<file path="src/sv/asdu_pkg.sv">
`default_nettype none

package asdu_pkg;

	localparam int GROUP_SIZE_DEF  = 10;
	localparam int SAMPLE_BITS_DEF = 12;

	localparam int MAG_W    = 17;
	localparam int TIME_W   = 32;
	localparam int THR_W    = 13;
	localparam int HOLD_W   = 16;
	localparam int SLEEP_W  = 32;
	localparam int DATA_W   = 32;
	localparam int ADDR_W   = 4;

	localparam logic [THR_W-1:0]   THR_RESET   = THR_W'(250);
	localparam logic [HOLD_W-1:0]  HOLD_RESET  = HOLD_W'(3000);
	localparam logic [SLEEP_W-1:0] SLEEP_RESET = SLEEP_W'(300000);

	typedef enum logic [1:0] {
		REG_THRESHOLD = 2'd0,
		REG_HOLDOFF   = 2'd1,
		REG_SLEEP     = 2'd2
	} reg_idx_t;

	typedef struct packed {
		logic acc;
		logic last;
	} lane_ctrl_t;

endpackage

`default_nettype wire

</file>
<file path="src/sv/asdu_lane.sv">
`default_nettype none

module asdu_lane import asdu_pkg::*; #(
	parameter int GROUP_SIZE  = GROUP_SIZE_DEF,
	parameter int SAMPLE_BITS = SAMPLE_BITS_DEF
) (
	input  wire logic                       clk,
	input  wire logic                       arst_n,
	input  wire lane_ctrl_t                 ctrl,
	input  wire logic [SAMPLE_BITS-1:0]     sample,
	output logic      [2*SAMPLE_BITS-1:0]   sq
);

	localparam int SUM_W   = SAMPLE_BITS + $clog2(GROUP_SIZE);
	localparam int RECIP_W = SUM_W + 1;
	localparam int PROD_W  = SUM_W + RECIP_W;
	localparam logic [RECIP_W-1:0] RECIP = RECIP_W'((64'd1 << SUM_W) / GROUP_SIZE);

	logic [SUM_W-1:0]         sum_q;
	logic [SUM_W-1:0]         sum_s1;
	logic [SUM_W-1:0]         sum_s2;
	logic [PROD_W-1:0]        prod_s2;
	logic [SAMPLE_BITS-1:0]   avg_s3;
	logic [2*SAMPLE_BITS-1:0] sq_s4;
	logic [SUM_W-1:0]         sum_next;
	logic [SAMPLE_BITS-1:0]   quot_est;
	logic [SUM_W-1:0]         quot_mul;
	logic [SUM_W-1:0]         rem;
	logic                     rem_ge;

	assign sum_next = sum_q + SUM_W'(sample);

	always_ff @(posedge clk or negedge arst_n) begin
		if (!arst_n) begin
			sum_q <= '0;
		end else if (ctrl.acc) begin
			sum_q <= ctrl.last ? '0 : sum_next;
		end
	end

	always_ff @(posedge clk) begin
		if (ctrl.acc && ctrl.last) begin
			sum_s1 <= sum_next;
		end
	end

	// The reciprocal estimate is at most one below the true quotient.
	assign quot_est = prod_s2[SUM_W +: SAMPLE_BITS];
	assign quot_mul = SUM_W'(SUM_W'(quot_est) * SUM_W'(GROUP_SIZE));
	assign rem      = sum_s2 - quot_mul;
	assign rem_ge   = (rem >= SUM_W'(GROUP_SIZE));

	always_ff @(posedge clk) begin
		prod_s2 <= PROD_W'(sum_s1) * PROD_W'(RECIP);
		sum_s2  <= sum_s1;
		avg_s3  <= quot_est + {{(SAMPLE_BITS-1){1'b0}}, rem_ge};
		sq_s4   <= (2*SAMPLE_BITS)'(avg_s3) * (2*SAMPLE_BITS)'(avg_s3);
	end

	assign sq = sq_s4;

endmodule

`default_nettype wire

</file>
<file path="src/sv/asdu_sqrt.sv">
`default_nettype none

module asdu_sqrt import asdu_pkg::*; #(
	parameter int RAD_W = 4*SAMPLE_BITS_DEF + 10
) (
	input  wire logic                 clk,
	input  wire logic                 arst_n,
	input  wire logic                 start,
	input  wire logic [RAD_W-1:0]     radicand,
	output logic                      done,
	output logic      [RAD_W/2-1:0]   root
);

	localparam int ROOT_W = RAD_W / 2;
	localparam int REM_W  = ROOT_W + 2;
	localparam int CNT_W  = $clog2(ROOT_W + 1);

	logic [RAD_W-1:0]  rad_q;
	logic [REM_W-1:0]  rem_q;
	logic [ROOT_W-1:0] root_q;
	logic [CNT_W-1:0]  cnt_q;
	logic              busy_q;
	logic              done_q;
	logic [REM_W+1:0]  rem_shift;
	logic [REM_W+1:0]  trial;
	logic              fits;

	assign rem_shift = {rem_q, rad_q[RAD_W-1 -: 2]};
	assign trial     = (REM_W+2)'({root_q, 2'b01});
	assign fits      = (rem_shift >= trial);

	always_ff @(posedge clk or negedge arst_n) begin
		if (!arst_n) begin
			busy_q <= 1'b0;
			done_q <= 1'b0;
			cnt_q  <= '0;
		end else begin
			done_q <= 1'b0;
			if (start) begin
				busy_q <= 1'b1;
				cnt_q  <= CNT_W'(ROOT_W);
			end else if (busy_q) begin
				cnt_q <= cnt_q - 1'b1;
				if (cnt_q == CNT_W'(1)) begin
					busy_q <= 1'b0;
					done_q <= 1'b1;
				end
			end
		end
	end

	always_ff @(posedge clk) begin
		if (start) begin
			rad_q  <= radicand;
			rem_q  <= '0;
			root_q <= '0;
		end else if (busy_q) begin
			rad_q  <= rad_q << 2;
			rem_q  <= fits ? REM_W'(rem_shift - trial) : REM_W'(rem_shift);
			root_q <= {root_q[ROOT_W-2:0], fits};
		end
	end

	assign done = done_q;
	assign root = root_q;

endmodule

`default_nettype wire

</file>
<file path="src/sv/accel_shock_detector_unit.sv">
// Three-axis shock detector. Each request on the input channel (in_valid,
// in_stall) carries one sample x_sample, y_sample, z_sample and its time_ms.
// Samples are summed per axis in three lanes; every GROUP_SIZE-th sample
// closes a group, and one result (send_event, sleep_request, magnitude) is
// offered on the output channel (out_valid, out_stall). Other samples give
// no result. Magnitude is the root of the summed squared averages, with four
// fractional bits.
// Samples that do not close a group are taken one per cycle. After the
// closing sample the input stalls while the three lanes divide and square,
// the root is started, the shared square root unit works out the root bit
// by bit, and the result is decided and loaded into the output register.
// A finished result waits in the output register while out_stall is high;
// the next samples are still taken. A new result that finds the register
// full waits in the decide step; the input stays stalled until the old one moves.
// After a sleep request all samples are taken and dropped until reset.
// Reset clears the sums, the times and the sleep flag, and restores the
// register defaults. Registers are written and read over the APB port.
`default_nettype none

module accel_shock_detector_unit import asdu_pkg::*; #(
	parameter int GROUP_SIZE  = GROUP_SIZE_DEF,
	parameter int SAMPLE_BITS = SAMPLE_BITS_DEF
) (
	input  wire logic                   clk,
	input  wire logic                   arst_n,
	input  wire logic                   psel,
	input  wire logic                   penable,
	input  wire logic                   pwrite,
	input  wire logic [ADDR_W-1:0]      paddr,
	input  wire logic [DATA_W-1:0]      pwdata,
	output logic      [DATA_W-1:0]      prdata,
	output logic                        pready,
	input  wire logic                   in_valid,
	output logic                        in_stall,
	input  wire logic [SAMPLE_BITS-1:0] x_sample,
	input  wire logic [SAMPLE_BITS-1:0] y_sample,
	input  wire logic [SAMPLE_BITS-1:0] z_sample,
	input  wire logic [TIME_W-1:0]      time_ms,
	output logic                        out_valid,
	input  wire logic                   out_stall,
	output logic                        send_event,
	output logic                        sleep_request,
	output logic      [MAG_W-1:0]       magnitude
);

	localparam int SQ_W    = 2 * SAMPLE_BITS;
	localparam int SUMSQ_W = SQ_W + 2;
	localparam int RAD_W   = SUMSQ_W + 8;
	localparam int ROOT_W  = RAD_W / 2;
	localparam int CNT_W   = (GROUP_SIZE > 1) ? $clog2(GROUP_SIZE) : 1;

	typedef enum logic [2:0] {
		ST_COLLECT,
		ST_LANES,
		ST_ROOT_START,
		ST_ROOT_WAIT,
		ST_DECIDE
	} state_t;

	state_t             state_q;
	logic [CNT_W-1:0]   cnt_q;
	logic [1:0]         lcnt_q;
	logic [THR_W-1:0]   thr_q;
	logic [HOLD_W-1:0]  hold_q;
	logic [SLEEP_W-1:0] sleep_to_q;
	logic [MAG_W-1:0]   prev_q;
	logic [MAG_W-1:0]   mag_q;
	logic [TIME_W-1:0]  now_q;
	logic [TIME_W-1:0]  last_send_q;
	logic [TIME_W-1:0]  last_act_q;
	logic               asleep_q;
	logic               out_valid_q;
	logic               send_q;
	logic               sleep_q;
	logic [MAG_W-1:0]   out_mag_q;

	logic               cfg_wr;
	reg_idx_t           cfg_idx;
	logic               in_take;
	logic               group_last;
	lane_ctrl_t         lane_ctrl;
	logic [SQ_W-1:0]    sq_x;
	logic [SQ_W-1:0]    sq_y;
	logic [SQ_W-1:0]    sq_z;
	logic [SUMSQ_W-1:0] sumsq;
	logic               root_start;
	logic               root_done;
	logic [ROOT_W-1:0]  root;
	logic               out_free;
	logic [MAG_W-1:0]   diff;
	logic [TIME_W-1:0]  since_send;
	logic [TIME_W-1:0]  since_act;
	logic               do_send;
	logic               do_sleep;

	assign pready  = 1'b1;
	assign cfg_wr  = psel && penable && pwrite && pready;
	assign cfg_idx = reg_idx_t'(paddr[3:2]);

	always_comb begin
		unique case (cfg_idx)
			REG_THRESHOLD: prdata = DATA_W'(thr_q);
			REG_HOLDOFF:   prdata = DATA_W'(hold_q);
			REG_SLEEP:     prdata = DATA_W'(sleep_to_q);
			default:       prdata = '0;
		endcase
	end

	always_ff @(posedge clk or negedge arst_n) begin
		if (!arst_n) begin
			thr_q      <= THR_RESET;
			hold_q     <= HOLD_RESET;
			sleep_to_q <= SLEEP_RESET;
		end else if (cfg_wr) begin
			unique case (cfg_idx)
				REG_THRESHOLD: thr_q      <= pwdata[THR_W-1:0];
				REG_HOLDOFF:   hold_q     <= pwdata[HOLD_W-1:0];
				REG_SLEEP:     sleep_to_q <= pwdata[SLEEP_W-1:0];
				default:       ;
			endcase
		end
	end

	assign in_stall       = (state_q != ST_COLLECT);
	assign in_take        = in_valid && !in_stall && !asleep_q;
	assign group_last     = (cnt_q == CNT_W'(GROUP_SIZE - 1));
	assign lane_ctrl.acc  = in_take;
	assign lane_ctrl.last = group_last;

	asdu_lane #(.GROUP_SIZE(GROUP_SIZE), .SAMPLE_BITS(SAMPLE_BITS)) u_lane_x (
		.clk(clk), .arst_n(arst_n), .ctrl(lane_ctrl), .sample(x_sample), .sq(sq_x)
	);

	asdu_lane #(.GROUP_SIZE(GROUP_SIZE), .SAMPLE_BITS(SAMPLE_BITS)) u_lane_y (
		.clk(clk), .arst_n(arst_n), .ctrl(lane_ctrl), .sample(y_sample), .sq(sq_y)
	);

	asdu_lane #(.GROUP_SIZE(GROUP_SIZE), .SAMPLE_BITS(SAMPLE_BITS)) u_lane_z (
		.clk(clk), .arst_n(arst_n), .ctrl(lane_ctrl), .sample(z_sample), .sq(sq_z)
	);

	assign sumsq      = SUMSQ_W'(sq_x) + SUMSQ_W'(sq_y) + SUMSQ_W'(sq_z);
	assign root_start = (state_q == ST_ROOT_START);

	asdu_sqrt #(.RAD_W(RAD_W)) u_sqrt (
		.clk(clk), .arst_n(arst_n), .start(root_start),
		.radicand({sumsq, 8'b0}), .done(root_done), .root(root)
	);

	assign out_free   = !out_valid_q || !out_stall;
	assign diff       = (mag_q >= prev_q) ? mag_q - prev_q : prev_q - mag_q;
	assign since_send = now_q - last_send_q;
	assign since_act  = now_q - last_act_q;
	assign do_send    = (diff > {thr_q, 4'b0}) && (since_send > TIME_W'(hold_q));
	assign do_sleep   = !do_send && (since_act > sleep_to_q);

	always_ff @(posedge clk or negedge arst_n) begin
		if (!arst_n) begin
			state_q     <= ST_COLLECT;
			cnt_q       <= '0;
			lcnt_q      <= '0;
			prev_q      <= '0;
			last_send_q <= '0;
			last_act_q  <= '0;
			asleep_q    <= 1'b0;
			out_valid_q <= 1'b0;
			send_q      <= 1'b0;
			sleep_q     <= 1'b0;
			mag_q       <= '0;
			now_q       <= '0;
			out_mag_q   <= '0;
		end else begin
			if (out_valid_q && !out_stall && (state_q != ST_DECIDE)) begin
				out_valid_q <= 1'b0;
			end
			unique case (state_q)
				ST_COLLECT: begin
					if (in_take) begin
						if (group_last) begin
							cnt_q   <= '0;
							lcnt_q  <= '0;
							now_q   <= time_ms;
							state_q <= ST_LANES;
						end else begin
							cnt_q <= cnt_q + 1'b1;
						end
					end
				end
				ST_LANES: begin
					lcnt_q <= lcnt_q + 1'b1;
					if (lcnt_q == 2'd2) begin
						state_q <= ST_ROOT_START;
					end
				end
				ST_ROOT_START: begin
					state_q <= ST_ROOT_WAIT;
				end
				ST_ROOT_WAIT: begin
					if (root_done) begin
						mag_q   <= MAG_W'(root);
						state_q <= ST_DECIDE;
					end
				end
				ST_DECIDE: begin
					if (out_free) begin
						out_valid_q <= 1'b1;
						send_q      <= do_send;
						sleep_q     <= do_sleep;
						out_mag_q   <= mag_q;
						prev_q      <= mag_q;
						if (do_send) begin
							last_send_q <= now_q;
							last_act_q  <= now_q;
						end
						if (do_sleep) begin
							asleep_q <= 1'b1;
						end
						state_q <= ST_COLLECT;
					end
				end
				default: state_q <= ST_COLLECT;
			endcase
		end
	end

	assign out_valid     = out_valid_q;
	assign send_event    = send_q;
	assign sleep_request = sleep_q;
	assign magnitude     = out_mag_q;

endmodule

`default_nettype wire

</file>
<file path="config.mk">
export PLATFORM = sky130hd
export DESIGN_NAME = accel_shock_detector_unit
export DESIGN_NICKNAME = d
export VERILOG_FILES = /design/src/sv/asdu_pkg.sv /design/src/sv/asdu_lane.sv /design/src/sv/asdu_sqrt.sv /design/src/sv/accel_shock_detector_unit.sv
export SDC_FILE = /design/constraint.sdc
export NUM_CORES = 2
export LEC_CHECK = 0
export BUFFER_PORTS_ARGS = -buffer_cell sky130_fd_sc_hd__buf_2
export CORE_MARGIN = 8
export CORE_UTILIZATION = 31
export CTS_BUF_LIST = sky130_fd_sc_hd__clkbuf_8
export CTS_CLUSTER_DIAMETER = 80
export CTS_CLUSTER_SIZE = 8
export DETAILED_ROUTE_END_ITERATION = 10
export PLACE_DENSITY_LB_ADDON = 0.12
export SETUP_SLACK_MARGIN = 0.4
export SKIP_CTS_REPAIR_TIMING = 1
export SLEW_MARGIN = 20
export SYNTH_ARGS = -nofsm -noshare
export SYNTH_HDL_FRONTEND = slang
export SYNTH_SLANG_ARGS = --single-unit
</file>
<file path="constraint.sdc">
create_clock -name clk -period 10 [get_ports clk]
set_input_delay 2 -clock clk [delete_from_list [all_inputs] [get_ports clk]]
set_output_delay 2 -clock clk [all_outputs]
set_load 0.02 [all_outputs]
</file>
==> results by group <==
Outcome
  • Outcome: finished clean

Routing
  • Met3 wire len: 3.12 mm
  • Router iterations before antenna repair: 5
  • Met1 wire length: 56.7 mm
  • Via/cell ratio: 4.62
  • DR vias: 35,100
  • DR WL/cell: 15.5 um
  • Antenna-violating nets left: 0
  • Starting DRC count in detailed routing: 1,223
  • Total wire length: 118 mm
  • Top sig layer: met4
  • Metal2 WL: 55.8 mm
  • # DRC: 0

Clocking
  • Root Buffer: clkbuf_8
  • H-tree depth: 3
  • Clock Tree Buf Depth: 3
  • CTS sink cnt: 523
  • CTS Buf Count: 81
  • Worst-path clk slew: 0.07 ns
  • Clock latency on the worst-skew pair: 0.77 ns
  • CTS tree: built

Logic synthesis
  • Adder-cell share of the synthesized area: 0.372
  • Synth warn: 0
  • Register area share after synthesis: 0.247
  • Largest family of logic cells by synthesized area: adder cells
  • Mapped Area: 0.0502 sq mm
  • Top FF cell, synth: dfxtp_1
  • Avg Cell Area, Syn: 9.60 sq um
  • Count of cell types in the netlist: 85
  • Number of flops mapped to enable cells by yosys: 74
  • Synth Register Bits: 523
  • Synth Area in XOR/XNOR: 0.0506
  • Post-synthesis mux area share: 0.0267
  • Compound-Gate Fraction of Synth Area: 0.112
  • Syn Inst Count: 5,223
  • Async SR Flop Fraction: 0.434
  • Post-synthesis simple-gate area fraction: 0.122

Global routing
  • First-pass GRT wire length: 196 mm
  • Antenna violations before repair: 3
  • Largest net degree at the start of global routing: 88
  • All-Layer GR Usage: 0.136
  • Vias in the first global route: 37,100
  • Grt ovf: 0

Setup path
  • CP most frequent cell: buf_4
  • Max FO, Critical Path: 33
  • Crit. End Element: flip-flop
  • Crit path DAT: 7.43 ns
  • Worst Setup Path Type: reg -> reg
  • WP buf/inv: 3
  • CP Depth: 22
  • Cell depth of the worst flop-to-flop path: 22
  • Crit path launch type: flip-flop
  • Worst path required time: 10.59 ns
  • CP max-delay cell: a2111oi_0
  • Critical R2R Launch: mag_q[9]
  • Top Family by Delay on Critical Path: compound AO/OA/AOI/OAI gates
  • FF-to-FF End: last_act_q[4]
  • Critical Path Max Stage Delay: 0.72 ns
  • Worst reg2reg setup slack: 3.17 ns
  • CP endpoint: last_act_q[4]
  • CP startpoint: mag_q[9]
  • CP cell instances: ha_1, nand4_1, or3_1, a21oi_1, o41ai_1, nand2_1, buf_4, mux2_2, and2_1, a2111oi_1, o21ai_0, mux2i_1, a2111oi_0, ha_1, nand4_1, nor4_1, nand2_1, o31ai_1, buf_4, a211oi_4, buf_4, mux2_4

Floorplan
  • Chip Height: 418 um
  • Width of the die: 418 um
  • Total core area: 0.161 sq mm
  • IO Pins: 165
  • Initial Util: 0.312
  • Rows: 147
  • Die area: 0.175 sq mm

STA
  • Slew @ Worst Pin: 0.945 ns
  • RSZ-0062 raised after global routing: false
  • Clock Skew: 0.0840 ns
  • Worst Setup Slack, final: 3.17 ns
  • Setup TNS: 0 ns
  • Final hold vios: 0
  • Fin. max-slew vios: 0
  • Post-layout min period: 6.83 ns
  • Crit share post-route: 0.683
  • Slew headroom: 0.367
  • Finish-stage setup viols: 0
  • Max Clk Rate: 146 MHz

Min path
  • Hold Crit Depth: 2
  • HP Class: reg -> reg

Place
  • GPL Wtd Cong: 0.778
  • PortBufs: 161
  • Hpwl dp: 93.6 mm
  • Pre-CTS setup slack: 3.22 ns

Final layout
  • Number of fillers in the final layout: 16,600
  • P&R area growth vs syn: 9.72%
  • Share of layout cells above drive strength 1: 0.0782
  • Final net count: 6,713

Job
  • Max-Cap Viols: 0
cell families after synthesis:
group                    Yosys count
AND/OR/NAND/NOR                 1265
adder cells (fa/ha/maj)         1225
buffers and inverters            918
AO/OA/AOI/OAI                    885
flip-flops                       523
XOR/XNOR                         290
multiplexers                     115
other                              2
worst min-delay path, cell delays in order, from the launching register on:
cell	delay, ns
dfrtp_1	0.34
nand2_1	0.05
nand2_1	0.05
registers in the layout (all words and copies together), names as in the netlist, 17 cells and up:
register      count
u_lane_x.sq      23
magnitude        17
mag_q            17
u_lane_y.sq      23
u_sqrt.root      17
u_sqrt.rem_q     19
u_lane_z.sq      23
sleep_to_q       32
u_sqrt.rad_q     26
now_q            32
last_act_q       32
area by class of cell:
type / count / area (sq um) / area share
Timing Repair Buffer: 185 / 996 / 0.0181
Clock buffer: 88 / 1210 / 0.0220
Multi-Input combinational cell: 3784 / 34400 / 0.624
Sequential cell: 523 / 12400 / 0.225
Inverter: 802 / 3010 / 0.0547
Antenna cell: 2 / 5.00 / 0.0000909
Clock inverter: 55 / 374 / 0.00680
Tap cell: 2160 / 2700 / 0.0491
Yosys cell counts, types with 23 or more instances:
cell      instances  area share
a21boi_0         31      0.0046
a21o_1           81       0.012
a21oi_1         226       0.023
a22o_1           35      0.0061
a31oi_1          25      0.0031
and2_1          175       0.022
and3_1           38      0.0047
clkbuf_1         97      0.0073
dfrtp_1         206        0.10
dfxtp_1         222       0.089
edfxtp_1         74       0.044
fa_1            445        0.18
ha_1            780        0.19
inv_1           801       0.060
mux2_2           35      0.0079
mux2_4           29      0.0087
mux2i_1          51       0.010
nand2_1         432       0.032
nand2b_1         43      0.0054
nand3_1          84      0.0084
nand4_1          32      0.0040
nor2_1          239       0.018
nor2b_1          57      0.0071
nor3_1           76      0.0076
o21a_1           39      0.0058
o21ai_0         271       0.027
o21bai_1         23      0.0034
or3_1            26      0.0032
xnor2_1         202       0.035
xor2_1           88       0.015
placed cells by master, fill, tap and decap left out, types with 26 or more instances in the layout:
cell and n:
mux2i_1 51, edfxtp_1 74, mux2_4 29, a22o_1 35
nand3_1 83, fa_1 445, nor2_1 238, inv_1 843
a21oi_1 226, o21a_1 39, xnor2_1 202, a21o_1 81
clkbuf_8 88, nor2b_1 56, or3_1 26, nand2b_1 43
ha_1 780, and2_1 175, xor2_1 88, a21boi_0 31
and3_1 38, o21ai_0 271, nand4_1 32, dfrtp_1 205
buf_2 160, nor3_1 75, nand2_1 431, dfxtp_1 222
mux2_2 35
routing by layer:
| layer | track usage | vias up |
|---|---|---|
| li1 | - | 17700 |
| met1 | 0.184 | 17000 |
| met2 | 0.233 | 302 |
| met3 | 0.0165 | 104 |
| met4 | 0.0302 | 0 |
| met5 | 0 | - |
worst min path at each step:
stage	slack, ns	to	startpoint
2_1_floorplan	0.35	u_lane_y.sq[0]	u_lane_y.avg_s3[0]
3_3_place_gp	0.45	u_lane_y.sum_q[0]	u_lane_y.sum_q[0]
3_5_place_dp	0.47	u_lane_z.sum_q[0]	u_lane_z.sum_q[0]
4_1_cts	0.48	u_sqrt.root[6]	u_sqrt.root[5]
5_1_grt	0.50	u_lane_z.sum_q[0]	u_lane_z.sum_q[0]
6_report	0.47	u_lane_y.sum_q[2]	u_lane_y.sum_q[2]
per-stage QoR:
stage / hold WS, ns / instance area (sq um) / instances / util
6_report: 0.474 / 55000 / 7599 / 0.343
5_1_grt: 0.502 / 55000 / 7598 / 0.343
4_1_cts: 0.479 / 55000 / 7597 / 0.343
3_5_place_dp: 0.466 / 53500 / 7454 / 0.333
3_3_place_gp: 0.454 / 53500 / 7454 / 0.333
2_1_floorplan: 0.354 / 50200 / 5225 / -
Power is left out: the tool's default activity adds up to more than one toggle a clock period on the data nets, which glitch-free logic cannot reach.
